--- config.mk ---
export PLATFORM = sky130hd
export DESIGN_NAME = binary_neighbour_count_3x3
export DESIGN_NICKNAME = d
export VERILOG_FILES = /design/src/bnc3_pkg.sv /design/src/binary_neighbour_count_3x3.sv
export SDC_FILE = /design/constraint.sdc
export NUM_CORES = 1
export LEC_CHECK = 0
export BUFFER_PORTS_ARGS = -buffer_cell sky130_fd_sc_hd__buf_4
export CAP_MARGIN = 20
export CORE_MARGIN = 5
export CORE_UTILIZATION = 65
export DETAILED_ROUTE_END_ITERATION = 10
export MAX_ROUTING_LAYER = met4
export PLACE_DENSITY_LB_ADDON = 0.08
export SKIP_LAST_GASP = 1
export SYNTH_ARGS = -nofsm -noshare
export SYNTH_HDL_FRONTEND = slang
export SYNTH_SLANG_ARGS = --single-unit
export TNS_END_PERCENT = 10
--- constraint.sdc ---
create_clock -name clk -period 10.8 [get_ports clk]
set_input_delay 0.54 -clock clk [delete_from_list [all_inputs] [get_ports clk]]
set_output_delay 0.54 -clock clk [all_outputs]
set_load 0.1 [all_outputs]
--- src/bnc3_pkg.sv ---
// ============================================================================
// bnc3_pkg
// Shared types and constants for the binary 3x3 neighbour counter.
// ============================================================================
package bnc3_pkg;

    // Field and register widths.
    localparam int WIDTH_W      = 6;
    localparam int HEIGHT_W     = 16;
    localparam int COUNT_W      = 4;
    localparam int CFG_INDEX_W  = 1;
    localparam int CFG_DATA_W   = HEIGHT_W;
    localparam int IN_TDATA_W   = 8;
    localparam int OUT_TDATA_W  = 8;
    localparam int OUT_TUSER_W  = 2;

    // Default build and reset values.
    localparam int DEF_MAX_WIDTH = 32;
    localparam logic [WIDTH_W-1:0]  RST_FRAME_WIDTH  = WIDTH_W'(32);
    localparam logic [HEIGHT_W-1:0] RST_FRAME_HEIGHT = HEIGHT_W'(32);

    // Largest possible count of set neighbours.
    localparam logic [COUNT_W-1:0] MAX_COUNT = COUNT_W'(8);

    // Configuration register indexes.
    localparam logic [CFG_INDEX_W-1:0] REG_FRAME_WIDTH  = 1'b0;
    localparam logic [CFG_INDEX_W-1:0] REG_FRAME_HEIGHT = 1'b1;

    // Result slots of one pixel, in emission order.
    localparam int SLOT_ABOVE_PREV = 0;  // pixel up and left of the new one
    localparam int SLOT_ABOVE_LAST = 1;  // last column of the row above
    localparam int SLOT_CUR_PREV   = 2;  // pixel left of the new one, last row
    localparam int SLOT_CUR_LAST   = 3;  // final pixel of the frame
    localparam int NUM_SLOTS       = 4;
    localparam int SLOT_W          = 2;

    // Bit positions in the output tuser word.
    localparam int TUSER_ROW_END   = 0;
    localparam int TUSER_FRAME_END = 1;

    // Sequencer states.
    typedef enum logic [1:0] {
        ST_IDLE,
        ST_UPDATE,
        ST_EMIT
    } state_t;

endpackage

--- src/binary_neighbour_count_3x3.sv ---
// ============================================================================
// binary_neighbour_count_3x3
// Streaming counter of set pixels in the 3x3 neighbourhood of a binary image.
// ============================================================================
//
// Channel   Dir  Word                                     Notes
// s_axis    in   tdata[0] pixel_set                       raster order
// m_axis    out  tdata[3:0] neighbour_count               tlast = run_last
//                tuser[0] row_end, tuser[1] frame_end
// cfg       in   cfg_index 0 frame_width, 1 frame_height  write only
//
// Each pixel goes through the line memory read as it is accepted, then the
// window update and write back, then one result word on m_axis for each
// result it releases (0 to 4).
// s_axis_tready is high only while the sequencer is idle.
// A stalled m_axis holds its word and keeps the input side closed.
// Reset clears positions and sets both frame sizes to 32; the line memory
// needs no clearing since rows above the frame are masked.
//
module binary_neighbour_count_3x3 #(
    parameter int MAX_WIDTH = bnc3_pkg::DEF_MAX_WIDTH
) (
    input  logic                                 clk,
    input  logic                                 rst_n,
    // Pixel input.
    input  logic                                 s_axis_tvalid,
    output logic                                 s_axis_tready,
    input  logic [bnc3_pkg::IN_TDATA_W-1:0]      s_axis_tdata,   // [0] pixel_set
    // Count output.
    output logic                                 m_axis_tvalid,
    input  logic                                 m_axis_tready,
    output logic [bnc3_pkg::OUT_TDATA_W-1:0]     m_axis_tdata,   // [3:0] neighbour_count
    output logic [bnc3_pkg::OUT_TUSER_W-1:0]     m_axis_tuser,   // [0] row_end, [1] frame_end
    output logic                                 m_axis_tlast,
    // Configuration writes.
    input  logic                                 cfg_we,
    input  logic [bnc3_pkg::CFG_INDEX_W-1:0]     cfg_index,
    input  logic [bnc3_pkg::CFG_DATA_W-1:0]      cfg_data
);
    import bnc3_pkg::*;

    localparam int COL_W = (MAX_WIDTH > 1) ? $clog2(MAX_WIDTH) : 1;
    localparam logic [WIDTH_W-1:0] MAX_W_V = WIDTH_W'(MAX_WIDTH);

    // Sum of the bits of a window selected by a mask.
    function automatic logic [COUNT_W-1:0] masked_count(input logic [8:0] bits);
        logic [COUNT_W-1:0] sum;
        sum = '0;
        for (int i = 0; i < 9; i++)
        begin
            sum = sum + COUNT_W'(bits[i]);
        end
        return sum;
    endfunction

    // Control state.
    state_t                 state_reg, state_next;
    logic [WIDTH_W-1:0]     width_reg;
    logic [HEIGHT_W-1:0]    height_reg;
    logic [COL_W-1:0]       col_reg;
    logic [HEIGHT_W-1:0]    row_reg;
    logic [NUM_SLOTS-1:0]   pend_reg, pend_next;

    // Payload state.
    logic                   px_reg;
    logic [1:0]             rd_data_reg;
    logic [2:0]             col0_reg, col1_reg, col2_reg;   // bit 0 top, bit 2 bottom
    logic [2:0]             col0_next, col1_next, col2_next;
    logic [COUNT_W-1:0]     cnt_reg [NUM_SLOTS];
    logic [COUNT_W-1:0]     cnt_next [NUM_SLOTS];

    // Line memory: bit 1 two rows up, bit 0 one row up.
    logic [1:0]             line_mem [MAX_WIDTH];

    logic                   in_accept;
    logic                   mem_we;
    logic [1:0]             mem_wdata;
    logic [WIDTH_W-1:0]     w_eff;
    logic [HEIGHT_W-1:0]    h_eff;
    logic                   last_col, last_row;
    logic                   row_ge1, row_ge2, col_ge1, col_ge2;
    logic [NUM_SLOTS-1:0]   sel_onehot;
    logic [SLOT_W-1:0]      sel_idx;
    logic                   sel_last;

    assign in_accept = s_axis_tvalid && s_axis_tready;

    // Effective frame sizes.
    always_comb
    begin
        if (width_reg == '0)
            w_eff = WIDTH_W'(1);
        else if (width_reg > MAX_W_V)
            w_eff = MAX_W_V;
        else
            w_eff = width_reg;
        h_eff = (height_reg == '0) ? HEIGHT_W'(1) : height_reg;
    end

    // Position decode.
    assign last_col = (WIDTH_W'(col_reg) == (w_eff - WIDTH_W'(1)));
    assign last_row = (row_reg == (h_eff - HEIGHT_W'(1)));
    assign row_ge1  = (row_reg != '0);
    assign row_ge2  = (row_reg > HEIGHT_W'(1));
    assign col_ge1  = (col_reg != '0);
    assign col_ge2  = (col_reg > COL_W'(1));

    // Window shift with columns left of the frame and rows above it forced clear.
    always_comb
    begin
        col2_next = {px_reg, row_ge1 & rd_data_reg[0], row_ge2 & rd_data_reg[1]};
        col1_next = col_ge1 ? col2_reg : 3'b000;
        col0_next = col_ge2 ? col1_reg : 3'b000;
    end

    // Counts for the four possible results, taken from the updated window.
    always_comb
    begin
        cnt_next[SLOT_ABOVE_PREV] = masked_count({col2_next, col1_next[2], col1_next[0],
                                                  col0_next, 1'b0});
        cnt_next[SLOT_ABOVE_LAST] = masked_count({3'b000, col2_next[2], col2_next[0],
                                                  col1_next, 1'b0});
        cnt_next[SLOT_CUR_PREV]   = masked_count({3'b000, col2_next[2], col2_next[1],
                                                  col1_next[1], col0_next[2:1], 1'b0});
        cnt_next[SLOT_CUR_LAST]   = masked_count({5'b00000, col2_next[1],
                                                  col1_next[2:1], 1'b0});
    end

    // Which results this pixel releases.
    always_comb
    begin
        pend_next = '0;
        pend_next[SLOT_ABOVE_PREV] = row_ge1 && col_ge1;
        pend_next[SLOT_ABOVE_LAST] = row_ge1 && last_col;
        pend_next[SLOT_CUR_PREV]   = last_row && col_ge1;
        pend_next[SLOT_CUR_LAST]   = last_row && last_col;
    end

    // Oldest pending result goes out first.
    always_comb
    begin
        sel_onehot = '0;
        sel_idx    = '0;
        priority if (pend_reg[SLOT_ABOVE_PREV])
        begin
            sel_onehot[SLOT_ABOVE_PREV] = 1'b1;
            sel_idx = SLOT_W'(SLOT_ABOVE_PREV);
        end
        else if (pend_reg[SLOT_ABOVE_LAST])
        begin
            sel_onehot[SLOT_ABOVE_LAST] = 1'b1;
            sel_idx = SLOT_W'(SLOT_ABOVE_LAST);
        end
        else if (pend_reg[SLOT_CUR_PREV])
        begin
            sel_onehot[SLOT_CUR_PREV] = 1'b1;
            sel_idx = SLOT_W'(SLOT_CUR_PREV);
        end
        else
        begin
            sel_onehot[SLOT_CUR_LAST] = 1'b1;
            sel_idx = SLOT_W'(SLOT_CUR_LAST);
        end
        sel_last = ((pend_reg & ~sel_onehot) == '0);
    end

    // Sequencer: read, update, then emit.
    always_comb
    begin
        state_next    = state_reg;
        s_axis_tready = 1'b0;
        m_axis_tvalid = 1'b0;
        mem_we        = 1'b0;
        unique case (state_reg)
            ST_IDLE:
            begin
                s_axis_tready = 1'b1;
                if (s_axis_tvalid)
                    state_next = ST_UPDATE;
            end
            ST_UPDATE:
            begin
                mem_we     = 1'b1;
                state_next = (pend_next == '0) ? ST_IDLE : ST_EMIT;
            end
            ST_EMIT:
            begin
                m_axis_tvalid = 1'b1;
                if (m_axis_tready && sel_last)
                    state_next = ST_IDLE;
            end
            default:
            begin
                state_next = ST_IDLE;
            end
        endcase
    end

    // Output word.
    always_comb
    begin
        m_axis_tdata = OUT_TDATA_W'(cnt_reg[sel_idx]);
        m_axis_tuser = '0;
        m_axis_tuser[TUSER_ROW_END]   = sel_onehot[SLOT_ABOVE_LAST] |
                                        sel_onehot[SLOT_CUR_LAST];
        m_axis_tuser[TUSER_FRAME_END] = sel_onehot[SLOT_CUR_LAST];
        m_axis_tlast = sel_last;
    end

    // Control registers.
    always_ff @(posedge clk or negedge rst_n)
    begin
        if (!rst_n)
        begin
            state_reg  <= ST_IDLE;
            width_reg  <= RST_FRAME_WIDTH;
            height_reg <= RST_FRAME_HEIGHT;
            col_reg    <= '0;
            row_reg    <= '0;
            pend_reg   <= '0;
        end
        else
        begin
            state_reg <= state_next;

            // A register write restarts the frame.
            priority if (cfg_we)
            begin
                unique case (cfg_index)
                    REG_FRAME_WIDTH:  width_reg  <= cfg_data[WIDTH_W-1:0];
                    REG_FRAME_HEIGHT: height_reg <= cfg_data;
                    default:          ;
                endcase
                col_reg <= '0;
                row_reg <= '0;
            end
            else if (state_reg == ST_UPDATE)
            begin
                if (last_col)
                begin
                    col_reg <= '0;
                    row_reg <= last_row ? '0 : row_reg + HEIGHT_W'(1);
                end
                else
                begin
                    col_reg <= col_reg + COL_W'(1);
                end
            end
            else
            begin
                col_reg <= col_reg;
                row_reg <= row_reg;
            end

            // Pending result mask.
            if (state_reg == ST_UPDATE)
                pend_reg <= pend_next;
            else if (m_axis_tvalid && m_axis_tready)
                pend_reg <= pend_reg & ~sel_onehot;
        end
    end

    // Payload registers: pixel, window and counts.
    always_ff @(posedge clk)
    begin
        if (in_accept)
            px_reg <= s_axis_tdata[0];
        if (state_reg == ST_UPDATE)
        begin
            col0_reg <= col0_next;
            col1_reg <= col1_next;
            col2_reg <= col2_next;
            for (int i = 0; i < NUM_SLOTS; i++)
            begin
                cnt_reg[i] <= cnt_next[i];
            end
        end
    end

    // Line memory, one read and one write port, registered read.
    assign mem_wdata = {row_ge1 & rd_data_reg[0], px_reg};

    always_ff @(posedge clk)
    begin
        if (mem_we)
            line_mem[col_reg] <= mem_wdata;
        if (in_accept)
            rd_data_reg <= line_mem[col_reg];
    end

endmodule

==> results.cfg, run 1 <==
[yosys]
ys_seq_elements = 134
synth_edf_count = 85
ys.flop_type = edfxtp_1
yosysWarnings = 0
yosys-top-cells-count = edfxtp_1, nor2_1, dfrtp_1
syn_inst = 585
synth.distinct_cells = 73
synthArstFlopShare = 0.366
ys_top_cells_by_area = edfxtp_1, dfrtp_1, mux4_2
synth.most_common_cell = edfxtp_1
yosysSeqAreaShare = 0.532
synth_area_mm2 = 0.00711
yosys.area.top_type_share = 0.359
avgSynthCellArea_um2 = 12.2
synth_top_cell_by_area = edfxtp_1

[pwr]
pwr-share-comb = 0.213
pwr-share-clk = 0.375
switching_power_uw = 471
p_per_area_mw_per_mm2 = 195
peakVddDrop_uv = 173
power.leakage_uw = 0.00301
p_int_uw = 1100
finalPower_uw = 1570
power.share.sequential = 0.412
p_sw_frac = 0.299

[setup_path]
r2r_slack_ns = 6.35
required_ns = 11.07
r2r_start = col_reg[1]
crit_type = flop to flop
cp-start-kind = flop
arrival_ns = 4.72
startpoint = col_reg[1]
r2r_cells = 12
critPathMaxFanout = 23
r2r_end = cnt_reg[0][2]
endpoint_kind = flop

[global_routing]
antenna_found_initial = 0
grt_pass1_vias = 5075
grt_usage = 0.257
grt_first_pass_wirelength_um = 25200
grt-ovfl-total = 0
grt_max_degree = 50

[cts]
htreeDepth = 4
insertion_delay_ns = 0.54
clockBufferDepth = 2
path_clk_slew_ns = 0.06
cts_resized = 0
tritoncts = done
post_cts_buffers = 0
numCtsBuffers = 17
cts.sinks = 134
root_buffer = clkbuf_8
cts_hold_buf = 0

[sta]
hold_ws_ns = 0.0198
worst_pin_slew_ns = 0.952
skew_ns = 0.0209
grt_setup_unrepaired = false
hold_viol_final = 0
setup_tns_ns = 0
slew-limit-headroom = 0.365
slew_violations = 0
period_minus_slack_ns = 4.45
finalSetupViolations = 0
finalCritPeriodShare = 0.412
max_freq_mhz = 225

[drt]
drtIter0Drc = 345
vias_per_cell = 6.12
routed_wl_um = 14700
ant_nets = 0
drc = 0
first_pass_iters = 5
wl_per_cell_um = 19.3
route.vias.total = 4691

[die]
start_util = 0.659
fp.coreArea_mm2 = 0.0108
die_area_mm2 = 0.0131
num_io_pins = 43
die_w_um = 115
die_height_um = 115
fp-row-count = 38

[placed_design]
dpl.hpwl_um = 10100
place_congestion = 0.854
port-buffer-count = 31

[min_path]
hold_class = input pin to asynchronous set/reset pin

[cells_and_area]
nets = 667
antennaDiodeCount = 0
largest_reg_flops = 64
multi_input_area_mm2 = 0.00307
synthToLayoutAreaGrowth_pct = 13.2
utilization = 0.746
fillers = 702
ff_latch_area_mm2 = 0.00378
drive_gt1_frac = 0.208

[status]
status = finished, final reports clean

[flow_run]
maxCapViolations = 0
cell families after synthesis:
family,share of synthesized area
multiplexers,0.0929
other,0.000528
AO/OA/AOI/OAI,0.0720
adder cells (fa/ha/maj),0.0532
AND/OR/NAND/NOR,0.171
flip-flops,0.532
buffers and inverters,0.0377
XOR/XNOR,0.0407
power groups by stage:
stage	combinational, µW	sequential (µW)	clock (µW)
after floorplan	257	641	0
after global placement	309	659	0
after detailed placement	323	662	0
after CTS	325	652	597
after global routing	371	654	624
final	335	648	589
critical path, cell delays in order (launching register included):
cell	delay [ns]
dfrtp_1	0.96
inv_1	0.18
ha_1	0.26
o21ai_0	0.38
nand2_1	0.17
fa_1	0.52
fa_1	0.53
fa_1	0.41
inv_1	0.06
ha_1	0.16
inv_1	0.06
fa_1	0.38
xnor2_1	0.13
per-stage QoR:
stage	setup WS [ns]	std cells	cell area, µm²
5_1_grt	6.15	766	8050
3_5_place_dp	6.35	732	7390
2_1_floorplan	6.77	588	7120
4_1_cts	6.31	764	7990
6_report	6.35	766	8050
3_3_place_gp	6.54	732	7390
worst max path at each step:
stage / endpoint / slack, ns
floorplan: state_reg[1] / 6.77
global placement: cnt_reg[0][1] / 6.54
detailed placement: cnt_reg[0][2] / 6.35
CTS: cnt_reg[0][2] / 6.31
global route: cnt_reg[0][2] / 6.15
finish: cnt_reg[0][2] / 6.35
routing by layer:
metal | wire (µm) | vias to the layer above | global-route usage
met5 | 0 | - | -
met4 | 227 | 0 | 0.0934
met3 | 705 | 22 | 0.0661
met2 | 7870 | 102 | 0.426
met1 | 5950 | 2360 | 0.305
li1 | - | 2207 | -
cell type report:
cell class              count  area share
clock buffers              19      0.0524
inverters                  31      0.0145
well taps                 140      0.0218
flip-flops and latches    134       0.470
clock inverters            13      0.0222
repair buffers             35      0.0376
multi-input cells         394       0.382
placed cells by master, fill, tap and decap left out, types with 14 or more instances in the layout:
| cell type | netlist | routed |
|---|---|---|
| inv_1 | 31 | 31 |
| clkbuf_16 | 0 | 16 |
| mux2_2 | 24 | 24 |
| xnor2_1 | 24 | 24 |
| buf_4 | 4 | 33 |
| edfxtp_1 | 85 | 85 |
| nand4_1 | 15 | 15 |
| nand3_1 | 16 | 16 |
| a21oi_1 | 18 | 18 |
| mux4_2 | 16 | 16 |
| nor2_1 | 53 | 53 |
| o21ai_0 | 14 | 14 |
| dfrtp_1 | 47 | 47 |
| nand2_1 | 38 | 38 |
| ha_1 | 15 | 15 |
Note: power is estimated with default switching activity, not from simulation.
==> run 2: changes to the inputs <==
--- a/config.mk
+++ b/config.mk
@@ -5,10 +5,11 @@
 export SDC_FILE = /design/constraint.sdc
 export NUM_CORES = 1
 export LEC_CHECK = 0
+export ABC_AREA = 1
 export BUFFER_PORTS_ARGS = -buffer_cell sky130_fd_sc_hd__buf_4
 export CAP_MARGIN = 20
 export CORE_MARGIN = 5
-export CORE_UTILIZATION = 65
+export CORE_UTILIZATION = 61
 export DETAILED_ROUTE_END_ITERATION = 10
 export MAX_ROUTING_LAYER = met4
 export PLACE_DENSITY_LB_ADDON = 0.08
==> constraint.sdc (replaced) <==
create_clock -name clk -period 4.6 [get_ports clk]
set_input_delay 0.23 -clock clk [delete_from_list [all_inputs] [get_ports clk]]
set_output_delay 0.23 -clock clk [all_outputs]
set_load 0.1 [all_outputs]
==> run 2 against run 1 <==
Compared with the run above:
- die area rose by 9.7%
- flip-flop and latch count did not move
- combinational power rose to 4.3 times the previous value
- total power rose to 2.8 times the previous value
- global-route usage fell by 1.4 points
- register-to-register slack got worse by 5.5 ns
- clock power rose by 120%
==> results.cfg, run 2 <==
[yosys]
ys.flop_type = edfxtp_1
avgSynthCellArea_um2 = 8.78
syn_inst = 841
synthArstFlopShare = 0.366
ys_top_cells_by_area = edfxtp_1, dfrtp_1, nand2_1
yosys-top-cells-count = nand2_1, nor2_1, inv_1
synth_area_mm2 = 0.00738
yosysSeqAreaShare = 0.512
ys_seq_elements = 134
synth.most_common_cell = nand2_1
yosys.area.top_type_share = 0.346
synth.distinct_cells = 40
synth_top_cell_by_area = edfxtp_1
synth_edf_count = 85
yosysWarnings = 0

[pwr]
finalPower_uw = 4330
peakVddDrop_uv = 496
pwr-share-clk = 0.301
switching_power_uw = 1630
pwr-share-comb = 0.333
p_sw_frac = 0.375
p_int_uw = 2710
p_per_area_mw_per_mm2 = 521
power.share.sequential = 0.367
power.leakage_uw = 0.00370

[global_routing]
antenna_found_initial = 0
met3_usage = 0.0580
busiest_layer = met2
grt_pass1_vias = 5639
grt_first_pass_wirelength_um = 26700
grt_max_degree = 50
grt_usage = 0.244
met1_usage = 0.287
met2_usage = 0.406
grt-ovfl-total = 0

[cells_and_area]
final_cells = 1033
design_area_mm2 = 0.00833
layout_commonest_cell = nand2_1
antennaDiodeCount = 0
fillers = 944
largest_reg_flops = 64
synthToLayoutAreaGrowth_pct = 12.8
final_cell_mix = nand2_1, nor2_1, inv_1
drive_gt1_frac = 0.116
nets = 928

[setup_path]
slowest_delay_ns = 0.51
crit_type = flop to flop
slowest_stage = fa_1
crit_path_cell_trace = nor2_1 > inv_1 > nor2_1 > inv_1 > nor2_1 > inv_1 > nand2_1 > fa_1 > fa_1 > fa_1 > inv_1 > ha_1 > inv_1 > fa_1 > xnor2_1
r2r_start = col_reg[3]
r2r_cells = 15
critPathMaxFanout = 7
arrival_ns = 3.94
endpoint_kind = flop
r2r_end = cnt_reg[0][2]
cp-start-kind = flop
r2r_slack_ns = 0.83
required_ns = 4.77
cp_common_cell = inv_1

[cts]
numCtsBuffers = 17
htreeDepth = 4
cts.sinks = 134
clockBufferDepth = 2
post_cts_buffers = 0
insertion_delay_ns = 0.42
tritoncts = done
root_buffer = clkbuf_16
path_clk_slew_ns = 0.06

[drt]
drtIter0Drc = 470
ant_nets = 0
first_pass_iters = 5
wl_per_cell_um = 15.6
route.vias.total = 5763
routed_wl_um = 16100
vias_per_cell = 5.58
drc = 0

[sta]
slew_violations = 0
worst_pin_slew_ns = 0.772
finalCritPeriodShare = 0.819
fin_ws_ns = 0.833
setup_tns_ns = 0
grt_setup_unrepaired = false
skew_ns = 0.0123
period_minus_slack_ns = 3.77
hold_viol_final = 0
slew-limit-headroom = 0.484
finalSetupViolations = 0
max_freq_mhz = 265

[min_path]
min_to = height_reg[15]
hold_class = input pin to flop
hold_start = cfg_data[15]
hold_depth = 2

[placed_design]
pre_cts_ws_ns = 0.863
place_congestion = 0.930
dpl.hpwl_um = 11500
placed_cells = 999
port-buffer-count = 31
dpl-instance-area_mm2 = 0.00772

[flow_run]
maxCapViolations = 0

[die]
start_util = 0.617
num_io_pins = 43
fp.coreArea_mm2 = 0.0120
die_w_um = 120
die_area_mm2 = 0.0144
fp-row-count = 40
die_height_um = 120

[status]
status = finished, final reports clean
run 2: changes by cell type after synthesis, sizes merged, moves of 16 or more:
cell and delta:
nand2 +139, nor2 +95, inv +65, o21ai +43, nand3 +38, mux2 -20
o22ai +18, xnor2 -18, mux4 -16, xor2 +16
run 2: final cells by class:
type                    count  area [µm²]  area share
clock inverters            13         133      0.0159
flip-flops and latches    134        3780       0.454
multi-input cells         584        3110       0.374
clock buffers              18         429      0.0515
well taps                 147         184      0.0221
repair buffers             40         325      0.0391
inverters                  97         364      0.0437
run 2: per-layer routing:
metal	wire length [µm]	part of all wire
met1	6820	0.42
met2	8030	0.50
met3	829	0.051
met4	452	0.028
met5	0	0
run 2: repair_timing:
item,4_1_cts,5_1_grt
hold buffers,2,0
endpoints found under the hold margin,48,0
resized for setup,0,0
run 2: power by group through the flow:
stage / logic, µW / registers, µW / clock network (µW)
2_1_floorplan: 1080 / 1580 / 0
3_3_place_gp: 1380 / 1610 / 0
3_5_place_dp: 1420 / 1610 / 0
4_1_cts: 1430 / 1590 / 1320
5_1_grt: 1610 / 1600 / 1380
6_report: 1440 / 1590 / 1300
run 2: worst max-delay path, delay by kind of cell (launching register included):
kind | cells | cell delay (ns)
simple gates | 4 | 0.60
buf+inv | 5 | 0.43
flops | 1 | 0.46
fa+ha+maj | 5 | 1.88
xor+xnor | 1 | 0.13
run 2: stage by stage:
step | hold slack [ns] | utilization
after floorplan | -0.0656 | -
after global placement | 0.291 | 0.645
after detailed placement | 0.303 | 0.645
after CTS | 0.0355 | 0.694
after global routing | 0.0374 | 0.696
final | 0.0453 | 0.696
run 2: worst max-delay path by stage:
stage                           from       endpoint  slack [ns]  cells after the start
after floorplan           col_reg[1]  cnt_reg[0][1]        0.84                     16
after global placement    col_reg[3]  cnt_reg[0][1]        0.91                     15
after detailed placement  col_reg[3]  cnt_reg[0][2]        0.86                     15
after CTS                 col_reg[3]  cnt_reg[0][2]        0.86                     15
after global routing      col_reg[3]  cnt_reg[0][1]        0.62                     15
final                     col_reg[3]  cnt_reg[0][2]        0.83                     15
run 2: cells by family (layout without fill, tap and decap cells):
group	Yosys count	in the layout	share of synthesized area
AND/OR/NAND/NOR	416	416	0.247
XOR/XNOR	31	31	0.0368
multiplexers	4	4	0.00610
adder cells (fa/ha/maj)	24	24	0.0498
flip-flops	134	134	0.512
buffers and inverters	126	168	0.0683
AO/OA/AOI/OAI	105	105	0.0795
other	1	4	0.000508
==> run 3: changes to the inputs <==
--- a/config.mk
+++ b/config.mk
@@ -5,7 +5,7 @@
 export SDC_FILE = /design/constraint.sdc
 export NUM_CORES = 1
 export LEC_CHECK = 0
-export ABC_AREA = 1
+export ABC_AREA = 0
 export BUFFER_PORTS_ARGS = -buffer_cell sky130_fd_sc_hd__buf_4
 export CAP_MARGIN = 20
 export CORE_MARGIN = 5
==> constraint.sdc (replaced) <==
create_clock -name clk -period 3.9 [get_ports clk]
set_input_delay 0.195 -clock clk [delete_from_list [all_inputs] [get_ports clk]]
set_output_delay 0.195 -clock clk [all_outputs]
set_load 0.1 [all_outputs]
==> run 3 against run 2 <==
Compared with the run above:
- final cell count shrank 23%
- worst setup slack lost 0.46 ns
- utilization increased by 2.2 points
- worst hold slack got worse by 0.029 ns
- sequential power rose by 13%
- non-clock buffer count rose by 18
- flip-flop and latch count unchanged
- die area fell by 3.4%
- global-route usage fell by 1.3 points
- clock skew is 0.0054 ns lower
- first-iteration DRC count is 27% lower
- fmax is 6.7% higher
==> results.cfg, run 3 (same netlist as run 1, synthesis figures left out) <==
[cells_and_area]
ff_latch_area_mm2 = 0.00378
drive_gt1_frac = 0.217
nets = 690
utilization = 0.718
synthToLayoutAreaGrowth_pct = 15.3
final_cell_mix = edfxtp_1, nor2_1, dfrtp_1
largest_reg_flops = 64
layout_commonest_cell = edfxtp_1
fillers = 798
multi_input_area_mm2 = 0.00307
final_cells = 792
antennaDiodeCount = 0

[sta]
hold_viol_final = 0
worst_pin_slew_ns = 0.808
finalCritPeriodShare = 0.905
setup_tns_ns = 0
slew-limit-headroom = 0.458
period_minus_slack_ns = 3.53
skew_ns = 0.00697
slew_violations = 0
hold_ws_ns = 0.0167
finalSetupViolations = 0
grt_setup_unrepaired = false
max_freq_mhz = 283

[cts]
path_clk_slew_ns = 0.06
clockBufferDepth = 2
post_cts_buffers = 0
root_buffer = clkbuf_16
cts.sinks = 134
insertion_delay_ns = 0.42
numCtsBuffers = 17
htreeDepth = 4
tritoncts = done

[status]
status = finished, final reports clean

[drt]
route.vias.total = 4754
drtIter0Drc = 344
ant_nets = 0
routed_wl_um = 14700
drc = 0
first_pass_iters = 5
wl_per_cell_um = 18.6
vias_per_cell = 6.00

[die]
die_height_um = 118
num_io_pins = 43
die_area_mm2 = 0.0139
start_util = 0.623
die_w_um = 118
fp-row-count = 39
fp.coreArea_mm2 = 0.0114

[setup_path]
critPathMaxFanout = 9
crit_type = flop to flop
endpoint_kind = flop
r2r_end = cnt_reg[0][2]
required_ns = 4.07
cp-start-kind = flop
r2r_start = col_reg[0]
r2r_cells = 12
startpoint = col_reg[0]
r2r_slack_ns = 0.37
arrival_ns = 3.70

[global_routing]
grt_max_degree = 50
grt_pass1_vias = 4864
grt_first_pass_wirelength_um = 24700
grt_usage = 0.230
antenna_found_initial = 0
grt-ovfl-total = 0

[placed_design]
port-buffer-count = 31
placed_cells = 746
dpl.hpwl_um = 10100
place_congestion = 0.855

[min_path]
hold_class = input pin to flop
min_to = width_reg[3]
hold_depth = 2
hold_start = cfg_data[3]

[pwr]
p_per_area_mw_per_mm2 = 523
peakVddDrop_uv = 588
power.leakage_uw = 0.00310
finalPower_uw = 4290

[flow_run]
maxCapViolations = 0
run 3: cell count changes in the layout (fill, tap and decap cells not counted), sizes merged, moves of 20 or more:
cell,change
nand2,-139
nor2,-95
inv,-63
o21ai,-43
nand3,-38
mux2,+20
run 3: stage by stage:
stage	cell area, µm²	setup slack, ns
finish	8200	0.369
global route	8200	0.140
CTS	8190	0.203
detailed placement	7480	0.219
global placement	7480	0.368
floorplan	7120	-0.0960
run 3: per-layer routing:
layer | up-vias | track usage | share of wire
li1 | 2246 | - | -
met1 | 2364 | 0.299 | 0.43
met2 | 126 | 0.359 | 0.50
met3 | 18 | 0.0581 | 0.056
met4 | 0 | 0.0760 | 0.013
met5 | - | - | 0
run 3: worst max path at each step:
stage | to | slack (ns)
6_report | cnt_reg[0][2] | 0.37
4_1_cts | cnt_reg[0][2] | 0.20
2_1_floorplan | cnt_reg[0][1] | -0.1
5_1_grt | cnt_reg[0][2] | 0.14
3_3_place_gp | cnt_reg[0][1] | 0.37
3_5_place_dp | cnt_reg[0][2] | 0.22
run 3: repair_timing:
item,4_1_cts,5_1_grt
endpoints found under the hold margin,59,1
resized for setup,0,1
setup endpoints to repair,0,1
hold buffers,13,1
run 3: report_power, final:
part,switching [µW],internal (µW)
clock network,613,945
registers,108,1680
logic,605,335
total,1330,2960
run 3: worst max-delay path, cell delays in order (launching register included):
cell     delay [ns]
dfrtp_1        0.38
buf_4          0.23
nor2_1         0.06
o21ai_1        0.22
nand2_1        0.15
fa_1           0.48
fa_1           0.51
fa_1           0.41
inv_1          0.08
ha_1           0.16
inv_1          0.07
fa_1           0.40
xnor2_1        0.14
run 3: cell type report:
type | instances | share of cell area
Clock inverter | 14 | 0.0183
Inverter | 31 | 0.0142
Multi-Input combinational cell | 394 | 0.375
Tap cell | 143 | 0.0218
Sequential cell | 134 | 0.461
Clock buffer | 18 | 0.0524
Timing Repair Buffer | 58 | 0.0574
